**config.mk**
```make
export PLATFORM = sky130hd
export DESIGN_NAME = lsrt_ctrl
export DESIGN_NICKNAME = d
export VERILOG_FILES = /design/src/sv/lsrt_pkg.sv /design/src/sv/lsrt_ctrl.sv
export SDC_FILE = /design/constraint.sdc
export NUM_CORES = 1
export LEC_CHECK = 0
export BUFFER_PORTS_ARGS = -buffer_cell sky130_fd_sc_hd__clkbuf_2
export CAP_MARGIN = 20
export CORE_ASPECT_RATIO = 0.6
export CORE_UTILIZATION = 40
export CTS_BUF_LIST = sky130_fd_sc_hd__clkbuf_4
export CTS_CLUSTER_DIAMETER = 100
export DETAILED_ROUTE_END_ITERATION = 6
export PLACE_DENSITY = 0.65
export SLEW_MARGIN = 20
export SYNTH_ARGS = -nofsm -noshare
export SYNTH_HDL_FRONTEND = slang
export SYNTH_SLANG_ARGS = --single-unit
```
**constraint.sdc**
```tcl
create_clock -name clk -period 1.8 [get_ports clk]
set_input_delay 0.27 -clock clk [delete_from_list [all_inputs] [get_ports clk]]
set_output_delay 0.27 -clock clk [all_outputs]
set_load 0.02 [all_outputs]
```
**src/sv/lsrt_pkg.sv**
```systemverilog
`timescale 1ns / 1ps
package lsrt_pkg;

  localparam int NODE_COUNT_DEF = 16;
  localparam int COST_WIDTH_DEF = 16;

  localparam int DIST_W = 17;
  localparam logic [DIST_W-1:0] UNREACH = 17'd99999;
  localparam logic [15:0] AGE_MAX = 16'hFFFF;

  localparam logic [1:0] OP_LOCAL = 2'd0;
  localparam logic [1:0] OP_MSG   = 2'd1;
  localparam logic [1:0] OP_QUERY = 2'd2;

  localparam logic KIND_FLOOD  = 1'b0;
  localparam logic KIND_ANSWER = 1'b1;

  typedef struct packed {
    logic [1:0]  opcode;
    logic [3:0]  link_src;
    logic [3:0]  link_dst;
    logic [15:0] link_cost;
    logic [15:0] link_age;
    logic [3:0]  query_dest;
  } in_word_t;

  typedef struct packed {
    logic        result_kind;
    logic [3:0]  msg_src;
    logic [3:0]  msg_dst;
    logic [15:0] msg_cost;
    logic [15:0] msg_age;
    logic [3:0]  next_hop;
    logic        reachable;
    logic [16:0] path_cost;
  } out_word_t;

  typedef struct packed {
    logic load_in;
    logic clr_wr;
    logic upd_rd;
    logic upd_wr;
    logic q_init;
    logic relax;
    logic next;
    logic walk_start;
    logic walk_step;
    logic res_unreach;
    logic res_self;
    logic res_hop;
    logic emit;
  } cmd_t;

  typedef struct packed {
    logic       clr_done;
    logic [1:0] op;
    logic       nodes_ok;
    logic       query_ok;
    logic       self_q;
    logic       upd_emit;
    logic       relax_done;
    logic       pick_vld;
    logic       pred_ok;
    logic       walk_stop;
    logic       out_free;
  } sts_t;

endpackage

```
**src/sv/lsrt_ctrl.sv**
```systemverilog
`timescale 1ns / 1ps
module lsrt_ctrl (
  input  logic          clk,
  input  logic          rst_n,
  input  logic          in_valid,
  output logic          in_stall,
  input  lsrt_pkg::sts_t sts,
  output lsrt_pkg::cmd_t cmd
);

  typedef enum logic [10:0] {
    S_CLEAR    = 11'b000_0000_0001,
    S_IDLE     = 11'b000_0000_0010,
    S_DISPATCH = 11'b000_0000_0100,
    S_UPD_RD   = 11'b000_0000_1000,
    S_UPD_WR   = 11'b000_0001_0000,
    S_Q_INIT   = 11'b000_0010_0000,
    S_RELAX    = 11'b000_0100_0000,
    S_NEXT     = 11'b000_1000_0000,
    S_WALK0    = 11'b001_0000_0000,
    S_WALK     = 11'b010_0000_0000,
    S_EMIT     = 11'b100_0000_0000
  } state_t;

  state_t state_r, state_nxt;

  assign in_stall = (state_r != S_IDLE);

  always_ff @(posedge clk) begin
    if (!rst_n) begin
      state_r <= S_CLEAR;
    end else begin
      state_r <= state_nxt;
    end
  end

  always_comb begin
    cmd       = '0;
    state_nxt = state_r;
    case (state_r)
      S_CLEAR: begin
        cmd.clr_wr = 1'b1;
        if (sts.clr_done) state_nxt = S_IDLE;
      end
      S_IDLE: begin
        if (in_valid) begin
          cmd.load_in = 1'b1;
          state_nxt   = S_DISPATCH;
        end
      end
      S_DISPATCH: begin
        case (sts.op)
          lsrt_pkg::OP_LOCAL, lsrt_pkg::OP_MSG: begin
            state_nxt = sts.nodes_ok ? S_UPD_RD : S_IDLE;
          end
          lsrt_pkg::OP_QUERY: begin
            if (!sts.query_ok) begin
              cmd.res_unreach = 1'b1;
              state_nxt       = S_EMIT;
            end else if (sts.self_q) begin
              cmd.res_self = 1'b1;
              state_nxt    = S_EMIT;
            end else begin
              state_nxt = S_Q_INIT;
            end
          end
          default: state_nxt = S_IDLE;
        endcase
      end
      S_UPD_RD: begin
        cmd.upd_rd = 1'b1;
        state_nxt  = S_UPD_WR;
      end
      S_UPD_WR: begin
        cmd.upd_wr = 1'b1;
        state_nxt  = sts.upd_emit ? S_EMIT : S_IDLE;
      end
      S_Q_INIT: begin
        cmd.q_init = 1'b1;
        state_nxt  = S_RELAX;
      end
      S_RELAX: begin
        cmd.relax = 1'b1;
        if (sts.relax_done) state_nxt = sts.pick_vld ? S_NEXT : S_WALK0;
      end
      S_NEXT: begin
        cmd.next  = 1'b1;
        state_nxt = S_RELAX;
      end
      S_WALK0: begin
        cmd.walk_start = 1'b1;
        if (sts.pred_ok) begin
          state_nxt = S_WALK;
        end else begin
          cmd.res_unreach = 1'b1;
          state_nxt       = S_EMIT;
        end
      end
      S_WALK: begin
        if (sts.walk_stop) begin
          cmd.res_hop = 1'b1;
          state_nxt   = S_EMIT;
        end else begin
          cmd.walk_step = 1'b1;
        end
      end
      S_EMIT: begin
        if (sts.out_free) begin
          cmd.emit  = 1'b1;
          state_nxt = S_IDLE;
        end
      end
      default: state_nxt = S_CLEAR;
    endcase
  end

endmodule

```
==> flow_summary_export.csv, run 1 <==
group,metric,value,unit
logic_synthesis,synth_fa_ha_area_share,0,%
final_layout,area_growth,72.5,%
clock_network,cts_buffer_depth,2,
grt,grt_pass1_vias,999,
final_layout,fin_nets,188,
logic_synthesis,avgSynthCellArea,7.84,sq um
floorplanning,die-area,2460,sq um
timing,hold_ws,0.183,ns
floorplanning,initial_core_util,45.5,%
grt,grt_max_degree,11,
power_and_ir_drop,power_frac_comb,64.9,%
clock_network,htree_levels,1,
logic_synthesis,synth_top_family_by_area,"simple AND/OR/NAND/NOR gates",
route,wl,3510,um
status,failed_checks,"negative setup slack",
setup_path,cp.arrival,1.79,ns
logic_synthesis,synth.top_cells.by_count,"dfxtp_1 (11), nor2_1 (11), inv_1 (10), nor3_1 (10), nand2_1 (7)",
floorplanning,die_w,63.3,um
route,route.detailed.drc,0,
setup_path,crit_path_start_kind,"register",
route,avgViaCountPerCell,5.99,
clock_network,clkSlewWorstSetupHoldPaths,0.07,ns
final_layout,final_util,78.5,%
clock_network,clk_latency,0.28,ns
logic_synthesis,yosys-top-cells-area,"dfxtp_1 (24%), nor4b_1 (5.8%), nor3_1 (5.5%)",
logic_synthesis,syn_area,902,sq um
setup_path,reg2regPathDepth,8,
logic_synthesis,synthFlopType,"dfxtp_1",
timing,worst_slack,-0.262,ns
placement,gp_congestion,0.819,
floorplanning,core.rowCount,12,
floorplanning,ios,29,
final_layout,top_regs,"state_r x11",
logic_synthesis,synth_compound_area_share,18.0,%
logic_synthesis,synth.distinct_cells,42,
grt,gr-total-overflow,0,
route,drtAntennaViolNets,0,
power_and_ir_drop,switching_power,0.000573,W
route,wl_per_cell,17.5,um
run,cap_viol_max_count,0,
clock_network,tritoncts,"done",
final_layout,stdcell_count,200,
grt,grtUsageTotal,26.4,%
logic_synthesis,synth_nets,130,
clock_network,clock_sinks,11,
timing,tightestPinTransition,0.456,ns
placement,port_buffers,28,
logic_synthesis,ys_seq_area_share,24.4,%
final_layout,regMostFlops,"state_r",
timing,final_max_slew_viol_count,0,
status,outcome,"finished, violations left",
logic_synthesis,synthXorXnorAreaFrac,3.88,%
logic_synthesis,ys_ff_latch,11,
timing,max_freq,0.485,GHz
power_and_ir_drop,power_per_cell_area,868,nW/um^2
timing,finClkSkew,0.00478,ns
hold_path,hp-start,"sts[3]",
route,drt_first_iter_violations,78,
power_and_ir_drop,internal_power,0.000778,W
timing,setup_viol,11,
logic_synthesis,synth_top_area_cell,"dfxtp_1",
hold_path,whs_path_depth,2,
power_and_ir_drop,p_seq_share,22.3,%
timing,post-route-min-period,2.06,ns
power_and_ir_drop,p_sw_share,42.4,%
power_and_ir_drop,p_leak,0.682,nW
timing,finalHoldViolations,0,
logic_synthesis,yosys.area.top_type_share,24.4,%
logic_synthesis,async_flop_share,0,%
clock_network,cts_buffers,3,
logic_synthesis,synthCells,115,
floorplanning,fp.dieH,38.8,um
setup_path,cp_max_fo,4,
timing,min_period_over_period,115,%
power_and_ir_drop,peakVddDrop,0.799,mV
power_and_ir_drop,power.share.clock,12.8,%
clock_network,cts_root_buf,"clkbuf_4",
placement,hpwl,2110,um
final_layout,drive_above_1_share,54.7,%
timing,slew_headroom,69.2,%
setup_path,cp-end-kind,"output port",
route,firstDrtPassIters,4,
hold_path,hp-class,"in2reg",
grt,grt_antenna_before_repair,0,
logic_synthesis,synth-edff-count,0,
timing,rsz0062_at_grt,"yes",
floorplanning,core-area,1980,sq um
logic_synthesis,synthSimpleGateAreaFrac,44.8,%
final_layout,antenna_cells,0,
logic_synthesis,synth_warnings,0,
setup_path,required,1.53,ns
placement,dp.cells,182,
setup_path,rr_startpoint,"state_r[0]",
grt,grt_pass1_wl,4730,um
setup_path,worstSetupStartpoint,"state_r[9]",
route,vias,1198,
final_layout,largest_reg_flops,11,
logic_synthesis,muxShareOfSynthArea,0,%
setup_path,crit_type,"reg2out",
## metrics by stage
| stage | setup TNS, ns | cell area [sq um] | power [W] | setup slack (ns) |
|---|---|---|---|---|
| 3_5_place_dp | 0 | 1210 | 0.000910 | 0.0143 |
| 6_report | -2.12 | 1560 | 0.00135 | -0.262 |
| 3_3_place_gp | 0 | 1210 | 0.000891 | 0.0351 |
| 4_1_cts | -1.46 | 1370 | 0.00115 | -0.237 |
| 2_1_floorplan | -0.171 | 938 | 0.000708 | -0.136 |
| 5_1_grt | -3.09 | 1560 | 0.00141 | -0.340 |
## final timing paths
kind	end	slack (ns)
max reg2reg	state_r[10]	-0.06
min	state_r[8]	0.18
min reg2reg	state_r[6]	0.71
max	cmd[12]	-0.26
## cell type report
type | instances | area (sq um)
clock inverters | 1 | 5.00
flip-flops and latches | 11 | 225
well taps | 28 | 35.0
inverters | 10 | 37.5
repair buffers | 61 | 477
fillers | 126 | 425
clock buffers | 3 | 22.5
multi-input cells | 86 | 754
## kinds of logic after synthesis
group,count (synthesis)
buffers and inverters,18
DFF,11
AOI/OAI and AO/OA,21
xor gates and xnor gates,4
and+or+nand+nor,61
## power by group through the flow
stage,clock network (W),registers (W),logic (W)
5_1_grt,0.000190,0.000302,0.000920
2_1_floorplan,0,0.000293,0.000415
3_5_place_dp,0,0.000301,0.000609
3_3_place_gp,0,0.000299,0.000592
4_1_cts,0.000169,0.000298,0.000687
6_report,0.000173,0.000301,0.000877
## cells in the final DEF, fill, tap and decap left out, types with 2 or more instances in the layout
master	instances
inv_1	10
nor3_4	3
clkbuf_8	3
buf_6	8
o211ai_1	3
nor3b_2	3
nor4_4	2
nor3_1	7
a21oi_1	3
clkbuf_2	14
nand4_1	4
nor4b_1	3
clkbuf_4	4
nor4b_2	2
xor2_1	3
dfxtp_1	7
o21ai_0	2
buf_4	33
dfxtp_2	4
nand2b_1	2
nor2_1	9
nand2_1	6
and4_1	2
## routing by layer
layer | track usage (%) | wire [um] | up-vias
met2 | 46.8 | 1600 | 84
met5 | 0 | 0 | -
met1 | 32.2 | 1440 | 556
met4 | 10.2 | 140 | 0
met3 | 5.59 | 322 | 16
li1 | - | - | 542
## worst max-delay path: stages (launching register included)
cell	delay (ns)
dfxtp_2	0.34
nor4_4	0.41
nand3_2	0.12
or3b_4	0.43
nor2_4	0.10
buf_8	0.11
## timing repair
item	4_1_cts	5_1_grt
pin swaps	14	14
resized for setup	23	36
cloned	0	0
hold endpoints to repair	0	0
hold buffers	0	0
buffers inserted	7	10
endpoints found under the setup margin	14	19
Power figures use the tool's default switching activity.
==> run 2, diff against run 1 <==
- clock period: 1.8 -> 2.35 ns (I/O delays scaled with it)
==> run 2 against run 1 <==
The flow now finishes without violations. Count of clock-buffer cells in the layout rose by 1. Final area fell by 27%. Clock power fell by 14%. Critical path type unchanged. Largest power group unchanged.
==> flow_summary_export.csv, run 2 (synthesized netlist as in run 1, its figures left out) <==
group,metric,value,unit
route,wl_met1,1200,um
timing,setup_viol,0,
grt,grt_pass1_vias,920,
route,wl_per_cell,14.7,um
clock_network,cts_buffers,3,
hold_path,hp-start,"sts[6]",
route,avgViaCountPerCell,5.75,
power_and_ir_drop,power.share.clock,17.9,%
setup_path,required,2.00,ns
timing,tightestPinTransition,0.484,ns
route,highest_layer,"met4",
final_layout,antenna_cells,0,
route,dr_wl_met3,230,um
floorplanning,core.rowCount,12,
grt,grt_pass1_wl,4310,um
floorplanning,die-area,2460,sq um
placement,gp_congestion,0.813,
final_layout,top_regs,"state_r x11",
floorplanning,initial_core_util,45.5,%
floorplanning,ios,29,
route,route.detailed.drc,0,
timing,max_freq,0.442,GHz
power_and_ir_drop,peakVddDrop,0.625,mV
grt,gr-total-overflow,0,
grt,grt_antenna_before_repair,0,
setup_path,crit_type,"reg2out",
route,drtAntennaViolNets,0,
hold_path,hp-class,"in2reg",
setup_path,cp_max_fo,11,
final_layout,final_common_cell,"clkbuf_2",
clock_network,htree_levels,1,
setup_path,ff2ff_setup_slack,0.53,ns
power_and_ir_drop,power_per_cell_area,724,nW/um^2
power_and_ir_drop,internal_power,0.000486,W
power_and_ir_drop,switching_power,0.000339,W
timing,slew_headroom,67.3,%
power_and_ir_drop,p_sw_share,41.1,%
route,drt_first_iter_violations,63,
route,wl,2590,um
route,met2_wirelength,1150,um
timing,tns,0,ns
final_layout,area_growth,26.4,%
clock_network,clock_sinks,11,
route,firstDrtPassIters,4,
floorplanning,die_w,63.3,um
power_and_ir_drop,power_frac_comb,54.8,%
grt,grt_max_degree,12,
final_layout,drive_above_1_share,35.1,%
setup_path,cp.arrival,1.91,ns
grt,grtUsageTotal,24.0,%
power_and_ir_drop,p_seq_share,27.3,%
final_layout,fin_area,1140,sq um
timing,finalHoldViolations,0,
setup_path,r2r_end,"state_r[0]",
hold_path,whs_path_depth,2,
clock_network,cts_root_buf,"clkbuf_4",
final_layout,regMostFlops,"state_r",
clock_network,tritoncts,"done",
setup_path,rr_startpoint,"state_r[2]",
floorplanning,core-area,1980,sq um
floorplanning,fp.dieH,38.8,um
hold_path,holdPathEnd,"state_r[5]",
final_layout,fin_nets,164,
route,vias,1012,
status,outcome,"completed",
timing,min_period_over_period,96.2,%
power_and_ir_drop,p_leak,0.519,nW
setup_path,cp-end-kind,"output port",
placement,placed_area,1060,sq um
clock_network,cts_buffer_depth,2,
final_layout,final_util,57.5,%
placement,hpwl,1950,um
setup_path,reg2regPathDepth,7,
power_and_ir_drop,power,0.000825,W
timing,rsz0062_at_grt,"yes",
timing,finClkSkew,0.00625,ns
final_layout,mostFrequentLayoutCells,"clkbuf_2 (28), inv_1 (10), nor2_1 (10), nor3_1 (10)",
timing,post-route-min-period,2.26,ns
setup_path,crit_path_start_kind,"register",
clock_network,clk_latency,0.27,ns
final_layout,largest_reg_flops,11,
run,cap_viol_max_count,0,
timing,final_max_slew_viol_count,0,
clock_network,clkSlewWorstSetupHoldPaths,0.08,ns
placement,port_buffers,28,
==> run 2: cell count changes in the layout (fill, tap and decap cells not counted), sizes merged <==
cell / change
buf: -34
clkbuf: +11
clkinv: -1
==> run 2: final cells by class <==
| type | count | area [sq um] |
|---|---|---|
| fillers | 188 | 842 |
| flip-flops and latches | 11 | 225 |
| multi-input cells | 86 | 604 |
| repair buffers | 37 | 208 |
| well taps | 28 | 35.0 |
| clock buffers | 4 | 30.0 |
| inverters | 10 | 37.5 |
==> run 2: timing repair <==
| action | in CTS | in global routing |
|---|---|---|
| endpoints found under the setup margin | 2 | 8 |
| gates resized for setup | 0 | 4 |
| endpoints found under the hold margin | 0 | 0 |
| pin swaps | 2 | 2 |
| setup buffers | 5 | 1 |
| hold buffers | 0 | 0 |
==> run 2: per-stage QoR <==
stage | hold slack, ns | worst slack [ns] | instances
floorplan | 0.428 | 0.112 | 115
global placement | 0.546 | 0.270 | 166
detailed placement | 0.546 | 0.229 | 166
CTS | 0.251 | 0.00312 | 175
global route | 0.256 | -0.00208 | 176
finish | 0.257 | 0.0883 | 176
==> run 2: worst max-delay path by stage <==
stage                     start      end  slack, ns  cells past startpoint
global placement     state_r[2]   cmd[3]       0.27                      5
CTS                  state_r[8]  cmd[12]      0.003                      5
floorplan            state_r[2]   cmd[3]       0.11                      5
finish               state_r[9]  cmd[12]       0.09                      6
detailed placement   state_r[2]   cmd[3]       0.23                      5
global route        state_r[10]  cmd[12]     -0.002                      6
==> run 2: routing by layer <==
layer	vias to the layer above	track usage [%]
li1	494	-
met2	55	40.3
met1	461	30.3
met4	0	6.25
met5	-	0
met3	2	7.35
==> run 2: worst max-delay path, stage by stage, from the launching register on <==
cell and delay [ns]:
dfxtp_4 0.39, nor4_4 0.26, buf_4 0.18, nand3_2 0.10, or3b_4 0.43, nor2_1 0.09, clkbuf_2 0.17
==> run 2: power by group through the flow <==
stage                     clock, W  combinational [W]  sequential [W]
after global placement           0           0.000399        0.000229
after global routing      0.000162           0.000496        0.000227
after floorplan                  0           0.000305        0.000224
after detailed placement         0           0.000404        0.000231
final                     0.000148           0.000452        0.000225
after CTS                 0.000151           0.000446        0.000226
==> run 3, diff against run 2 <==
- CTS_BUF_LIST: sky130_fd_sc_hd__clkbuf_4 -> sky130_fd_sc_hd__clkbuf_8
==> run 3 against run 2 <==
Worst hold slack gained 0.032 ns. Clock skew is 0.0041 ns lower. Total power increased by 5.8%. Critical path type unchanged. Critical endpoint is now cmd[10]. Largest cell class unchanged. Highest routed layer unchanged.
==> flow_summary_export.csv, run 3 (synthesized netlist as in run 1, its figures left out) <==
group,metric,value,unit
status,outcome,"completed",
route,wl,2590,um
final_layout,stdcell_count,174,
timing,finClkSkew,0.00214,ns
power_and_ir_drop,power_per_cell_area,767,nW/um^2
route,drtAntennaViolNets,0,
setup_path,required,2.00,ns
final_layout,fin_nets,162,
timing,setup_viol,0,
grt,grtUsageTotal,24.2,%
route,drt_first_iter_violations,78,
timing,max_freq,0.446,GHz
final_layout,fin_area,1140,sq um
final_layout,area_growth,26.1,%
floorplanning,core.rowCount,12,
clock_network,cts_buffers,3,
clock_network,htree_levels,1,
final_layout,regMostFlops,"state_r",
route,vias,1007,
final_layout,final_util,57.4,%
clock_network,clkSlewWorstSetupHoldPaths,0.05,ns
timing,final_max_slew_viol_count,0,
placement,port_buffers,28,
setup_path,reg2regPathDepth,7,
hold_path,whs_path_depth,2,
route,wl_per_cell,14.9,um
placement,placed_area,1060,sq um
grt,grt_max_degree,12,
setup_path,rr_startpoint,"state_r[2]",
setup_path,cp_max_fo,9,
timing,tns,0,ns
setup_path,ff2ff_setup_slack,0.51,ns
setup_path,r2r_end,"state_r[8]",
final_layout,antenna_cells,0,
route,firstDrtPassIters,4,
floorplanning,fp.dieH,38.8,um
grt,grt_pass1_vias,913,
timing,finalHoldViolations,0,
clock_network,cts_root_buf,"clkbuf_8",
setup_path,cp.arrival,1.89,ns
timing,slew_headroom,66.2,%
timing,rsz0062_at_grt,"yes",
clock_network,clk_latency,0.24,ns
final_layout,largest_reg_flops,11,
run,cap_viol_max_count,0,
timing,hold_ws,0.289,ns
grt,grt_pass1_wl,4330,um
grt,grt_antenna_before_repair,0,
power_and_ir_drop,peakVddDrop,0.557,mV
hold_path,holdPathEnd,"state_r[8]",
floorplanning,initial_core_util,45.5,%
final_layout,drive_above_1_share,33.6,%
timing,min_period_over_period,95.4,%
placement,dp.cells,166,
timing,post-route-min-period,2.24,ns
hold_path,hp-start,"sts[3]",
final_layout,top_regs,"state_r x11",
floorplanning,die-area,2460,sq um
setup_path,cp-end-kind,"output port",
final_layout,final_common_cell,"clkbuf_2",
placement,hpwl,1950,um
hold_path,hp-class,"in2reg",
clock_network,tritoncts,"done",
route,route.detailed.drc,0,
placement,gp_congestion,0.813,
floorplanning,die_w,63.3,um
floorplanning,core-area,1980,sq um
timing,tightestPinTransition,0.499,ns
final_layout,mostFrequentLayoutCells,"clkbuf_2 (28), inv_1 (11), nor2_1 (10), nor3_1 (10), dfxtp_1 (9)",
floorplanning,ios,29,
setup_path,crit_type,"reg2out",
route,avgViaCountPerCell,5.79,
setup_path,crit_path_start_kind,"register",
clock_network,clock_sinks,11,
grt,gr-total-overflow,0,
power_and_ir_drop,p_leak,0.518,nW
clock_network,cts_buffer_depth,2,
[run 3: changes by cell type in the layout (fill, tap and decap cells not counted)]
cell	change
clkbuf_4	-4
clkbuf_8	+3
buf_4	-2
dfxtp_2	+1
dfxtp_4	-1
inv_1	+1
[run 3: layer usage]
metal  vias up  track usage (%)  wire length [um]
met5         -                0                 0
met3         6             8.24               194
met4         0             6.25                36
met2        52             41.4              1150
met1       463             29.7              1200
li1        486                -                 -
[run 3: cell type report]
type / count / area (sq um)
tap: 28 / 35.0
timing repair buffer: 35 / 193
inverter: 10 / 37.5
multi-input combinational: 86 / 604
clock buffer: 3 / 41.3
sequential: 11 / 223
fill: 191 / 845
clock inverter: 1 / 3.75
[run 3: what timing repair did]
item | CTS | global route
setup buffers | 3 | 1
gates resized for setup | 0 | 3
endpoints found under the setup margin | 1 | 7
pin swaps | 1 | 1
hold buffers | 0 | 0
[run 3: power breakdown]
part           switching [W]  total [W]  internal (W)
combinational       0.000250   0.000453      0.000203
clock              0.0000778   0.000193      0.000115
sequential         0.0000209   0.000227      0.000206
[run 3: how the worst max path moves through the flow]
stage	start	to	slack, ns
floorplan	state_r[2]	cmd[3]	0.11
global placement	state_r[2]	cmd[3]	0.27
detailed placement	state_r[2]	cmd[3]	0.23
CTS	state_r[9]	cmd[12]	0.005
global route	state_r[2]	cmd[3]	-0.0007
finish	state_r[8]	cmd[10]	0.11
[run 3: worst max-delay path, cell delays in order (launching register included)]
cell and delay [ns]:
dfxtp_2 0.37, nor4_4 0.43, buf_4 0.19, nand2_1 0.05, nor4bb_1 0.36, clkbuf_2 0.24
[run 3: per-stage QoR]
stage,setup slack [ns],power [W]
3_3_place_gp,0.270,0.000628
2_1_floorplan,0.112,0.000530
5_1_grt,-0.000738,0.000931
4_1_cts,0.00540,0.000865
6_report,0.107,0.000873
3_5_place_dp,0.229,0.000636
